**src/hdl/dll_pkg.sv**
```systemverilog
// Shared definitions for the doubly linked list manager: field widths,
// operation codes, status codes and default sizes. No dependencies.
`timescale 1ns / 1ps

package dll_pkg;

   // Widths of the channel fields
   localparam int OP_W      = 3;
   localparam int LIST_ID_W = 2;
   localparam int NODE_ID_W = 6;

   // Default pool and list counts
   localparam int NODE_COUNT_DEF = 64;
   localparam int LIST_COUNT_DEF = 4;

   typedef enum logic [OP_W-1:0] {
      OP_PUSH_FRONT    = 3'd0,
      OP_PUSH_BACK     = 3'd1,
      OP_INSERT_AFTER  = 3'd2,
      OP_INSERT_BEFORE = 3'd3,
      OP_REMOVE        = 3'd4
   } op_type;

   localparam logic STATUS_OK      = 1'b0;
   localparam logic STATUS_INVALID = 1'b1;

endpackage

```
**src/hdl/dll_channel_if.sv**
```systemverilog
// Request and response channel interfaces of the list manager.
// Depends on dll_pkg for the field widths.
`timescale 1ns / 1ps

interface dll_req_if;
   logic                           valid;
   logic                           ready;
   logic [dll_pkg::OP_W-1:0]       operation;
   logic [dll_pkg::LIST_ID_W-1:0]  list_id;
   logic [dll_pkg::NODE_ID_W-1:0]  node_index;
   logic [dll_pkg::NODE_ID_W-1:0]  position_index;

   modport source (output valid, operation, list_id, node_index, position_index,
                   input ready);
   modport sink   (input valid, operation, list_id, node_index, position_index,
                   output ready);
endinterface

interface dll_rsp_if;
   logic                           valid;
   logic                           ready;
   logic                           status;
   logic                           list_empty;
   logic [dll_pkg::NODE_ID_W-1:0]  head_node;
   logic [dll_pkg::NODE_ID_W-1:0]  tail_node;
   logic                           node_prev_valid;
   logic [dll_pkg::NODE_ID_W-1:0]  node_prev;
   logic                           node_next_valid;
   logic [dll_pkg::NODE_ID_W-1:0]  node_next;

   modport source (output valid, status, list_empty, head_node, tail_node,
                   node_prev_valid, node_prev, node_next_valid, node_next,
                   input ready);
   modport sink   (input valid, status, list_empty, head_node, tail_node,
                   node_prev_valid, node_prev, node_next_valid, node_next,
                   output ready);
endinterface

```
**src/hdl/doubly_linked_list_manager_core.sv**
```systemverilog
// A request beat taken in ST_IDLE passes ST_EXEC, then waits in ST_FINISH until the
// output register is free to take its response; no request is taken meanwhile. The two
// write ports (one per node memory) rewrite up to four node entries, in EXEC and FINISH.
// A stalled response is held in an output register while the next request is taken.
// Reset: synchronous, active high; afterwards a clearing pass zeroes every node memory
// entry in turn, with req ready low, so every list starts empty.
//
// Top level of the list manager. Depends on dll_pkg, dll_channel_if and dll_node_mem.
`timescale 1ns / 1ps

module doubly_linked_list_manager_core #(
   parameter int NODE_COUNT = dll_pkg::NODE_COUNT_DEF,
   parameter int LIST_COUNT = dll_pkg::LIST_COUNT_DEF
) (
   input  logic       clock,
   input  logic       reset,
   dll_req_if.sink    req_bus,
   dll_rsp_if.source  rsp_bus
);

   // Only lists that the list_id field can name get head/tail storage
   localparam int LIST_REACH = 1 << dll_pkg::LIST_ID_W;
   localparam int LIST_EFF   = (LIST_COUNT < LIST_REACH) ? LIST_COUNT : LIST_REACH;
   localparam int LIST_W     = (LIST_EFF > 1) ? $clog2(LIST_EFF) : 1;
   localparam int NODE_W     = $clog2(NODE_COUNT);
   localparam int OWN_W      = $clog2(LIST_EFF + 1);

   // Node memory entries: the prev memory also carries the owner mark
   typedef struct packed {
      logic [OWN_W-1:0]  owner;
      logic              ok;
      logic [NODE_W-1:0] idx;
   } prev_ent_type;

   typedef struct packed {
      logic              ok;
      logic [NODE_W-1:0] idx;
   } link_type;

   typedef struct packed {
      logic              en;
      logic [NODE_W-1:0] addr;
      prev_ent_type      data;
   } prev_wr_type;

   typedef struct packed {
      logic              en;
      logic [NODE_W-1:0] addr;
      link_type          data;
   } next_wr_type;

   typedef struct packed {
      logic                           status;
      logic                           list_empty;
      logic [dll_pkg::NODE_ID_W-1:0]  head_node;
      logic [dll_pkg::NODE_ID_W-1:0]  tail_node;
      logic                           node_prev_valid;
      logic [dll_pkg::NODE_ID_W-1:0]  node_prev;
      logic                           node_next_valid;
      logic [dll_pkg::NODE_ID_W-1:0]  node_next;
   } rsp_type;

   typedef enum logic [3:0] {
      ST_CLEAR  = 4'b0001,
      ST_IDLE   = 4'b0010,
      ST_EXEC   = 4'b0100,
      ST_FINISH = 4'b1000
   } state_type;

   // ---------------------------------------------------------------
   // Registers
   // ---------------------------------------------------------------
   state_type                      state_ff, state_in;
   logic [NODE_W-1:0]              clr_ff;
   logic [dll_pkg::OP_W-1:0]       op_ff;
   logic [dll_pkg::LIST_ID_W-1:0]  list_ff;
   logic [dll_pkg::NODE_ID_W-1:0]  node_ff;
   logic [dll_pkg::NODE_ID_W-1:0]  pos_ff;
   link_type                       head_ff [LIST_EFF];
   link_type                       tail_ff [LIST_EFF];
   prev_wr_type                    pw2_ff;
   next_wr_type                    nw2_ff;
   rsp_type                        res_ff;
   rsp_type                        out_ff;
   logic                           rsp_valid_ff;

   // ---------------------------------------------------------------
   // Node memories
   // ---------------------------------------------------------------
   prev_wr_type   pw_wr;
   next_wr_type   nw_wr;
   prev_ent_type  prd_a, prd_b;   // prev entries of node and position
   link_type      nrd_a, nrd_b;   // next links of node and position

   // Read at the request address every cycle; the data seen in ST_EXEC
   // belongs to the beat accepted at the edge that left ST_IDLE.
   dll_node_mem #(
      .DEPTH  (NODE_COUNT),
      .WIDTH  ($bits(prev_ent_type)),
      .ADDR_W (NODE_W)
   ) u_prev_mem (
      .clock     (clock),
      .wr_en     (pw_wr.en),
      .wr_addr   (pw_wr.addr),
      .wr_data   (pw_wr.data),
      .rd_addr_a (NODE_W'(req_bus.node_index)),
      .rd_addr_b (NODE_W'(req_bus.position_index)),
      .rd_data_a (prd_a),
      .rd_data_b (prd_b)
   );

   dll_node_mem #(
      .DEPTH  (NODE_COUNT),
      .WIDTH  ($bits(link_type)),
      .ADDR_W (NODE_W)
   ) u_next_mem (
      .clock     (clock),
      .wr_en     (nw_wr.en),
      .wr_addr   (nw_wr.addr),
      .wr_data   (nw_wr.data),
      .rd_addr_a (NODE_W'(req_bus.node_index)),
      .rd_addr_b (NODE_W'(req_bus.position_index)),
      .rd_data_a (nrd_a),
      .rd_data_b (nrd_b)
   );

   // ---------------------------------------------------------------
   // Operation decode (ST_EXEC)
   // ---------------------------------------------------------------
   logic               list_ok, node_ok, pos_ok, valid;
   logic [LIST_W-1:0]  li;
   logic [NODE_W-1:0]  n, p;
   logic [OWN_W-1:0]   mark;
   link_type           cur_hd, cur_tl, new_hd, new_tl, new_prev, new_next;
   prev_wr_type        pw1, pw2;
   next_wr_type        nw1, nw2;
   rsp_type            res;

   assign list_ok = 32'(list_ff) < LIST_COUNT;
   assign node_ok = 32'(node_ff) < NODE_COUNT;
   assign pos_ok  = 32'(pos_ff)  < NODE_COUNT;
   assign li      = LIST_W'(list_ff);
   assign n       = NODE_W'(node_ff);
   assign p       = NODE_W'(pos_ff);
   assign mark    = OWN_W'(32'(list_ff) + 32'd1);
   assign cur_hd  = list_ok ? head_ff[li] : '0;
   assign cur_tl  = list_ok ? tail_ff[li] : '0;

   // Every neighbor touched belongs to the addressed list, so its owner
   // mark is known and whole entries are written without a read.
   always_comb begin
      valid    = 1'b0;
      pw1      = '{en: 1'b0, addr: n, data: '0};
      nw1      = '{en: 1'b0, addr: n, data: '0};
      pw2      = '0;
      nw2      = '0;
      new_hd   = cur_hd;
      new_tl   = cur_tl;
      if (list_ok && node_ok) begin
         unique case (op_ff)
            dll_pkg::OP_PUSH_FRONT: begin
               valid    = (prd_a.owner == '0);
               pw1.data = '{owner: mark, ok: 1'b0, idx: '0};
               nw1.data = '{ok: cur_hd.ok, idx: cur_hd.ok ? cur_hd.idx : '0};
               pw2      = '{en: cur_hd.ok, addr: cur_hd.idx,
                            data: '{owner: mark, ok: 1'b1, idx: n}};
               new_hd   = '{ok: 1'b1, idx: n};
               if (!cur_tl.ok) begin
                  new_tl = '{ok: 1'b1, idx: n};
               end
            end
            dll_pkg::OP_PUSH_BACK: begin
               valid    = (prd_a.owner == '0);
               pw1.data = '{owner: mark, ok: cur_tl.ok, idx: cur_tl.ok ? cur_tl.idx : '0};
               nw1.data = '0;
               nw2      = '{en: cur_tl.ok, addr: cur_tl.idx, data: '{ok: 1'b1, idx: n}};
               new_tl   = '{ok: 1'b1, idx: n};
               if (!cur_hd.ok) begin
                  new_hd = '{ok: 1'b1, idx: n};
               end
            end
            dll_pkg::OP_INSERT_AFTER: begin
               valid    = pos_ok && (prd_b.owner == mark) && (prd_a.owner == '0);
               pw1.data = '{owner: mark, ok: 1'b1, idx: p};
               nw1.data = nrd_b;
               nw2      = '{en: 1'b1, addr: p, data: '{ok: 1'b1, idx: n}};
               pw2      = '{en: nrd_b.ok, addr: nrd_b.idx,
                            data: '{owner: mark, ok: 1'b1, idx: n}};
               if (!nrd_b.ok) begin
                  new_tl = '{ok: 1'b1, idx: n};
               end
            end
            dll_pkg::OP_INSERT_BEFORE: begin
               valid    = pos_ok && (prd_b.owner == mark) && (prd_a.owner == '0);
               pw1.data = '{owner: mark, ok: prd_b.ok, idx: prd_b.idx};
               nw1.data = '{ok: 1'b1, idx: p};
               pw2      = '{en: 1'b1, addr: p, data: '{owner: mark, ok: 1'b1, idx: n}};
               nw2      = '{en: prd_b.ok, addr: prd_b.idx, data: '{ok: 1'b1, idx: n}};
               if (!prd_b.ok) begin
                  new_hd = '{ok: 1'b1, idx: n};
               end
            end
            dll_pkg::OP_REMOVE: begin
               valid    = (prd_a.owner == mark);
               pw1.data = '0;
               nw1.data = '0;
               // Splice predecessor and successor around the node
               nw2      = '{en: prd_a.ok, addr: prd_a.idx, data: nrd_a};
               pw2      = '{en: nrd_a.ok, addr: nrd_a.idx,
                            data: '{owner: mark, ok: prd_a.ok, idx: prd_a.idx}};
               if (!prd_a.ok) begin
                  new_hd = nrd_a;
               end
               if (!nrd_a.ok) begin
                  new_tl = '{ok: prd_a.ok, idx: prd_a.idx};
               end
            end
            default: begin
               valid = 1'b0;
            end
         endcase
      end
      // A rejected beat changes nothing
      if (!valid) begin
         new_hd = cur_hd;
         new_tl = cur_tl;
      end
      pw1.en = valid;
      nw1.en = valid;
      pw2.en = pw2.en & valid;
      nw2.en = nw2.en & valid;
   end

   // Links of the named node after the operation
   always_comb begin
      if (valid) begin
         new_prev = '{ok: pw1.data.ok, idx: pw1.data.idx};
         new_next = nw1.data;
      end else begin
         new_prev = '{ok: prd_a.ok, idx: prd_a.idx};
         new_next = nrd_a;
      end
   end

   always_comb begin
      res.status          = valid ? dll_pkg::STATUS_OK : dll_pkg::STATUS_INVALID;
      res.list_empty      = !new_hd.ok;
      res.head_node       = new_hd.ok ? dll_pkg::NODE_ID_W'(new_hd.idx) : '0;
      res.tail_node       = new_hd.ok ? dll_pkg::NODE_ID_W'(new_tl.idx) : '0;
      res.node_prev_valid = node_ok && new_prev.ok;
      res.node_prev       = (node_ok && new_prev.ok) ? dll_pkg::NODE_ID_W'(new_prev.idx) : '0;
      res.node_next_valid = node_ok && new_next.ok;
      res.node_next       = (node_ok && new_next.ok) ? dll_pkg::NODE_ID_W'(new_next.idx) : '0;
   end

   // ---------------------------------------------------------------
   // Memory write port select
   // ---------------------------------------------------------------
   always_comb begin
      unique case (state_ff)
         ST_CLEAR: begin
            pw_wr = '{en: 1'b1, addr: clr_ff, data: '0};
            nw_wr = '{en: 1'b1, addr: clr_ff, data: '0};
         end
         ST_EXEC: begin
            pw_wr = pw1;
            nw_wr = nw1;
         end
         ST_FINISH: begin
            // Rewriting the same entry while the output stalls is harmless
            pw_wr = pw2_ff;
            nw_wr = nw2_ff;
         end
         ST_IDLE: begin
            pw_wr = '0;
            nw_wr = '0;
         end
         default: begin
            pw_wr = '0;
            nw_wr = '0;
         end
      endcase
   end

   // ---------------------------------------------------------------
   // Sequencer
   // ---------------------------------------------------------------
   logic req_fire, out_free;

   assign req_fire = req_bus.valid && (state_ff == ST_IDLE);
   assign out_free = !rsp_valid_ff || rsp_bus.ready;

   always_comb begin
      state_in = state_ff;
      unique case (state_ff)
         ST_CLEAR: begin
            if (clr_ff == NODE_W'(NODE_COUNT - 1)) begin
               state_in = ST_IDLE;
            end
         end
         ST_IDLE: begin
            if (req_fire) begin
               state_in = ST_EXEC;
            end
         end
         ST_EXEC: begin
            state_in = ST_FINISH;
         end
         ST_FINISH: begin
            if (out_free) begin
               state_in = ST_IDLE;
            end
         end
         default: begin
            state_in = ST_CLEAR;
         end
      endcase
   end

   always_ff @(posedge clock) begin
      if (reset) begin
         state_ff <= ST_CLEAR;
         clr_ff   <= '0;
      end else begin
         state_ff <= state_in;
         if (state_ff == ST_CLEAR) begin
            clr_ff <= clr_ff + 1'b1;
         end
      end
   end

   // Capture the request beat
   always_ff @(posedge clock) begin
      if (req_fire) begin
         op_ff   <= req_bus.operation;
         list_ff <= req_bus.list_id;
         node_ff <= req_bus.node_index;
         pos_ff  <= req_bus.position_index;
      end
   end

   // List ends: commit on a successful operation
   always_ff @(posedge clock) begin
      if (reset) begin
         for (int i = 0; i < LIST_EFF; i++) begin
            head_ff[i] <= '0;
            tail_ff[i] <= '0;
         end
      end else if (state_ff == ST_EXEC && valid) begin
         head_ff[li] <= new_hd;
         tail_ff[li] <= new_tl;
      end
   end

   // Hold the second write pair and the result for ST_FINISH
   always_ff @(posedge clock) begin
      if (state_ff == ST_EXEC) begin
         pw2_ff <= pw2;
         nw2_ff <= nw2;
         res_ff <= res;
      end
   end

   // Output register: load on finish when free, drop after the beat is taken
   always_ff @(posedge clock) begin
      if (reset) begin
         rsp_valid_ff <= 1'b0;
      end else if (state_ff == ST_FINISH && out_free) begin
         rsp_valid_ff <= 1'b1;
      end else if (rsp_bus.ready) begin
         rsp_valid_ff <= 1'b0;
      end
   end

   always_ff @(posedge clock) begin
      if (state_ff == ST_FINISH && out_free) begin
         out_ff <= res_ff;
      end
   end

   assign req_bus.ready           = (state_ff == ST_IDLE);
   assign rsp_bus.valid           = rsp_valid_ff;
   assign rsp_bus.status          = out_ff.status;
   assign rsp_bus.list_empty      = out_ff.list_empty;
   assign rsp_bus.head_node       = out_ff.head_node;
   assign rsp_bus.tail_node       = out_ff.tail_node;
   assign rsp_bus.node_prev_valid = out_ff.node_prev_valid;
   assign rsp_bus.node_prev       = out_ff.node_prev;
   assign rsp_bus.node_next_valid = out_ff.node_next_valid;
   assign rsp_bus.node_next       = out_ff.node_next;

endmodule

```
**src/hdl/dll_node_mem.sv**
```systemverilog
// Node table memory: one write port, two registered read ports.
// Depends on dll_pkg for the default depth.
`timescale 1ns / 1ps

module dll_node_mem #(
   parameter int DEPTH  = dll_pkg::NODE_COUNT_DEF,
   parameter int WIDTH  = 8,
   parameter int ADDR_W = $clog2(DEPTH)
) (
   input  logic              clock,
   input  logic              wr_en,
   input  logic [ADDR_W-1:0] wr_addr,
   input  logic [WIDTH-1:0]  wr_data,
   input  logic [ADDR_W-1:0] rd_addr_a,
   input  logic [ADDR_W-1:0] rd_addr_b,
   output logic [WIDTH-1:0]  rd_data_a,
   output logic [WIDTH-1:0]  rd_data_b
);

   logic [WIDTH-1:0] mem [DEPTH];
   logic [WIDTH-1:0] rd_a_ff;
   logic [WIDTH-1:0] rd_b_ff;

   always_ff @(posedge clock) begin
      if (wr_en) begin
         mem[wr_addr] <= wr_data;
      end
      rd_a_ff <= mem[rd_addr_a];
      rd_b_ff <= mem[rd_addr_b];
   end

   assign rd_data_a = rd_a_ff;
   assign rd_data_b = rd_b_ff;

endmodule

```
**src/flat_wrapper.sv**
```systemverilog
// flat-port wrapper written by rule: the top's interface ports become plain ports
module doubly_linked_list_manager_core_flat 
#(
   parameter int NODE_COUNT = dll_pkg::NODE_COUNT_DEF,
   parameter int LIST_COUNT = dll_pkg::LIST_COUNT_DEF
)
  (clock, reset, req_bus_valid, req_bus_operation, req_bus_list_id, req_bus_node_index, req_bus_position_index, req_bus_ready, rsp_bus_valid, rsp_bus_status, rsp_bus_list_empty, rsp_bus_head_node, rsp_bus_tail_node, rsp_bus_node_prev_valid, rsp_bus_node_prev, rsp_bus_node_next_valid, rsp_bus_node_next, rsp_bus_ready);
  dll_req_if req_bus_i ();
  dll_rsp_if rsp_bus_i ();
  input  logic clock;
  input  logic reset;
  input wire logic [$bits(req_bus_i.valid)-1:0] req_bus_valid;
  input wire logic [$bits(req_bus_i.operation)-1:0] req_bus_operation;
  input wire logic [$bits(req_bus_i.list_id)-1:0] req_bus_list_id;
  input wire logic [$bits(req_bus_i.node_index)-1:0] req_bus_node_index;
  input wire logic [$bits(req_bus_i.position_index)-1:0] req_bus_position_index;
  output wire logic [$bits(req_bus_i.ready)-1:0] req_bus_ready;
  output wire logic [$bits(rsp_bus_i.valid)-1:0] rsp_bus_valid;
  output wire logic [$bits(rsp_bus_i.status)-1:0] rsp_bus_status;
  output wire logic [$bits(rsp_bus_i.list_empty)-1:0] rsp_bus_list_empty;
  output wire logic [$bits(rsp_bus_i.head_node)-1:0] rsp_bus_head_node;
  output wire logic [$bits(rsp_bus_i.tail_node)-1:0] rsp_bus_tail_node;
  output wire logic [$bits(rsp_bus_i.node_prev_valid)-1:0] rsp_bus_node_prev_valid;
  output wire logic [$bits(rsp_bus_i.node_prev)-1:0] rsp_bus_node_prev;
  output wire logic [$bits(rsp_bus_i.node_next_valid)-1:0] rsp_bus_node_next_valid;
  output wire logic [$bits(rsp_bus_i.node_next)-1:0] rsp_bus_node_next;
  input wire logic [$bits(rsp_bus_i.ready)-1:0] rsp_bus_ready;
  assign req_bus_i.valid = req_bus_valid;
  assign req_bus_i.operation = req_bus_operation;
  assign req_bus_i.list_id = req_bus_list_id;
  assign req_bus_i.node_index = req_bus_node_index;
  assign req_bus_i.position_index = req_bus_position_index;
  assign req_bus_ready = req_bus_i.ready;
  assign rsp_bus_valid = rsp_bus_i.valid;
  assign rsp_bus_status = rsp_bus_i.status;
  assign rsp_bus_list_empty = rsp_bus_i.list_empty;
  assign rsp_bus_head_node = rsp_bus_i.head_node;
  assign rsp_bus_tail_node = rsp_bus_i.tail_node;
  assign rsp_bus_node_prev_valid = rsp_bus_i.node_prev_valid;
  assign rsp_bus_node_prev = rsp_bus_i.node_prev;
  assign rsp_bus_node_next_valid = rsp_bus_i.node_next_valid;
  assign rsp_bus_node_next = rsp_bus_i.node_next;
  assign rsp_bus_i.ready = rsp_bus_ready;
  doubly_linked_list_manager_core #(.NODE_COUNT(NODE_COUNT), .LIST_COUNT(LIST_COUNT)) u_core (.clock(clock), .reset(reset), .req_bus(req_bus_i), .rsp_bus(rsp_bus_i));
endmodule
```
**config.mk**
```make
export PLATFORM = sky130hd
export DESIGN_NAME = doubly_linked_list_manager_core_flat
export DESIGN_NICKNAME = d
export VERILOG_FILES = /design/src/hdl/dll_pkg.sv /design/src/hdl/dll_channel_if.sv /design/src/hdl/doubly_linked_list_manager_core.sv /design/src/hdl/dll_node_mem.sv /design/src/flat_wrapper.sv
export SDC_FILE = /design/constraint.sdc
export NUM_CORES = 2
export LEC_CHECK = 0
export BUFFER_PORTS_ARGS = -buffer_cell sky130_fd_sc_hd__buf_2
export CAP_MARGIN = 10
export CORE_UTILIZATION = 45
export DETAILED_ROUTE_END_ITERATION = 7
export PLACE_DENSITY_LB_ADDON = 0.05
export SYNTH_ARGS = -nofsm -noshare
export SYNTH_HDL_FRONTEND = slang
export SYNTH_SLANG_ARGS = --single-unit
```
**constraint.sdc**
```tcl
create_clock -name clock -period 4.55 [get_ports clock]
set_input_delay 0.455 -clock clock [delete_from_list [all_inputs] [get_ports clock]]
set_output_delay 0.455 -clock clock [all_outputs]
set_load 0.05 [all_outputs]
```
==> impl_metrics.csv <==
group,metric,value,unit
run_status,status,"finished, final reports clean",
timing,tns,0,ps
floorplanning,die-area,0.133,mm²
timing,layout_min_cycle_time,3870,ps
placement,dpl.hpwl,122000,µm
global_route,overflow,0,
cts,cts_setup_buffers,0,
global_route,grtUsageTotal,28.1,%
cells_and_area,layout.nets,3440,
logic_synthesis,async_flop_share,0,%
logic_synthesis,synth_edf_count,1248,
timing,final.setup.worst_slack,685,ps
detailed_routing,via_per_inst,6.66,
power_and_ir_drop,p_clk_share,44.1,%
placement,dp_slack,767,ps
cells_and_area,layout_commonest_cell,"edfxtp_1",
detailed_routing,vias,35100,
detailed_routing,firstDrtPassIters,6,
cells_and_area,mostFrequentLayoutCells,"edfxtp_1, mux4_2, buf_4",
critical_path,worstSetupStartpointType,"flop",
logic_synthesis,syn_area_per_cell,18.4,µm²
logic_synthesis,netlist_instances,3218,
cts,cts_root_buffer,"clkbuf_16",
timing,skew,27.3,ps
global_route,grt_pass1_vias,35500,
floorplanning,die_h,365,µm
critical_path,arrival,4260,ps
logic_synthesis,synth_ff_type,"edfxtp_1",
power_and_ir_drop,p_leak,22.5,nW
timing,fmax,0.259,GHz
cts,clkTransAtPathRegs,60,ps
logic_synthesis,ys_seq_elements,1295,
detailed_routing,wl_per_cell,35.0,µm
logic_synthesis,syn_area,0.0592,mm²
logic_synthesis,yosysWarnings,0,
power_and_ir_drop,seqPwrFrac,50.4,%
critical_path,crit_path_end_kind,"flop",
critical_path,crit_fanout,16,
run,maxCapViolations,0,
floorplanning,core,0.130,mm²
floorplanning,rows,132,
placement,port_buffers,50,
timing,setup_viol,0,
cells_and_area,fillers,10400,
cells_and_area,final_cells,5274,
cts,numCtsBuffers,145,
floorplanning,ioPinCount,51,
timing,worstMarginPinSlew,1280,ps
cts,max-clock-path-buffers,3,
floorplanning,start_util,45.6,%
critical_path,critPathKind,"reg -> reg",
placement,gp_congestion,0.931,
floorplanning,die_w,365,µm
global_route,grt_max_degree,82,
global_route,antenna_found_initial,5,
power_and_ir_drop,ir_worst_vdd,369,µV
global_route,grt_pass1_wl,263000,µm
power_and_ir_drop,sw_frac_of_total,22.4,%
cells_and_area,drive_above_1_share,32.2,%
placement,dp_cells,5004,
detailed_routing,drc,0,
timing,slew_headroom,13.9,%
power_and_ir_drop,p_comb_share,5.5,%
cts,clock-sinks,1295,
logic_synthesis,synth_cell_types,60,
power_and_ir_drop,switchingPower,5.80,mW
cells_and_area,syn_to_final_growth,14.3,%
timing,period_share,85.0,%
timing,timing.hold.ws,59.3,ps
timing,slew_viol_final,0,
cts,cts_tree,"built",
timing,final-hold-violation-count,0,
cells_and_area,diodes,0,
critical_path,required,4950,ps
power_and_ir_drop,power_density,383,mW/mm²
logic_synthesis,synthesis.nets,3241,
timing,rsz0062_at_grt,"false",
logic_synthesis,ys_seq_area_share,64.8,%
detailed_routing,initialDrtViolationCount,4879,
power_and_ir_drop,p_int,20.1,mW
cts,clk_latency,780,ps
power_and_ir_drop,power,25.9,mW
cts,h-tree-depth,4,
detailed_routing,wl,185000,µm
min_path,hold_class,"in -> reg",
detailed_routing,ant_nets,0,
power groups by stage:
stage               Clock, mW  Combinational (mW)  Sequential [mW]
CTS                      11.6                1.43             13.1
finish                   11.4                1.43             13.1
floorplan                   0               0.844             13.3
global route             12.0                1.49             13.1
detailed placement          0                1.42             13.3
global placement            0                1.42             13.3
sequential cells by signal (all words and copies together) (netlist names), 7 cells and up, named ones only:
name	flops
u_core.nw2_ff	14
u_core.res_ff	28
u_core.u_prev_mem.rd_data_b	10
u_core.tail_ff	28
u_core.u_prev_mem.mem	640
u_core.u_next_mem.rd_data_b	7
u_core.head_ff	28
u_core.u_next_mem.mem	448
u_core.u_next_mem.rd_data_a	7
u_core.pw2_ff	17
u_core.u_prev_mem.rd_data_a	10
timing repair:
action	4_1_cts	5_1_grt
hold endpoints to repair	9	0
hold buffers	6	0
resized for setup	0	0
path summary, 6_finish.rpt:
kind                                    startpoint  cells past startpoint  slack, ps                           end
worst max-delay path            u_core.state_ff[2]                      6        680  u_core.u_next_mem.mem[37][2]
worst min-delay path                         reset                      2         60          u_core.rsp_bus.valid
worst max register to register  u_core.state_ff[2]                      6        680  u_core.u_next_mem.mem[37][2]
worst min register to register   u_core.res_ff[25]                      0        420   u_core.rsp_bus.head_node[5]
through the flow:
stage          area [µm²]  util, %
2_1_floorplan       59200        -
3_3_place_gp        63100     48.5
3_5_place_dp        63100     48.5
4_1_cts             67700     52.1
5_1_grt             67700     52.1
6_report            67700     52.1
cell usage after synthesis (4+ instances only):
cell      instances  area share [%]
a22o_1           46            0.68
o21ai_0          60            0.51
nand2_1          96            0.61
or3_1             8           0.084
o22ai_1           9           0.095
buf_1            65            0.41
clkbuf_1        156            0.99
o21a_1            4           0.051
a21oi_1         112            0.95
o211ai_1          8            0.10
a32oi_1           4           0.059
mux2i_1          53            0.90
xnor2_1           4           0.059
nor3_1           55            0.46
buf_2            32            0.27
xor2_1            7            0.10
inv_1            10           0.063
a21o_1            9            0.11
a211oi_1         33            0.42
mux2_2            9            0.17
a22oi_1         162             2.1
a222oi_1          8            0.14
dfxtp_1          47             1.6
edfxtp_1       1248              63
a221o_1          28            0.47
a221oi_1         11            0.16
and2_1           13            0.14
nor2b_1          31            0.33
nand3_1          28            0.24
nand3b_1         18            0.23
nor2_1          208             1.3
mux4_2          588              22
nand2b_1          9           0.095
critical path, stage by stage, from the launching register on:
cell and delay (ps):
dfxtp_1 660, nand3b_1 130, a21oi_1 820, o22ai_1 200
nor2_1 200, nand2_1 420, nor3_1 1040
area by class of cell:
type,count,area (µm²),share of cell area (%)
inverter,12,45.0,0.0665
tap,1742,2180,3.22
timing repair buffer,306,2510,3.70
sequential,1295,38400,56.7
multi-input combinational,1657,20000,29.5
clock inverter,74,654,0.966
clock buffer,188,3930,5.81
routing by layer:
layer	track usage (%)	wire [µm]	vias up
met5	0	0	-
met4	9.55	6180	0
met3	5.32	15400	316
met2	44.5	88500	1881
met1	39.2	74500	18800
li1	-	-	14100
logic make-up after synthesis:
kind of cell             count (synthesis)  share of synthesized area, %
buffers and inverters                  266                          1.77
XOR/XNOR                                11                         0.163
AND/OR/NAND/NOR                        483                          3.74
multiplexers                           650                          23.4
AO/OA/AOI/OAI                          511                          6.03
adder cells (fa/ha/maj)                  2                        0.0422
flip-flops                            1295                          64.8
Power figures use the tool's default switching activity.
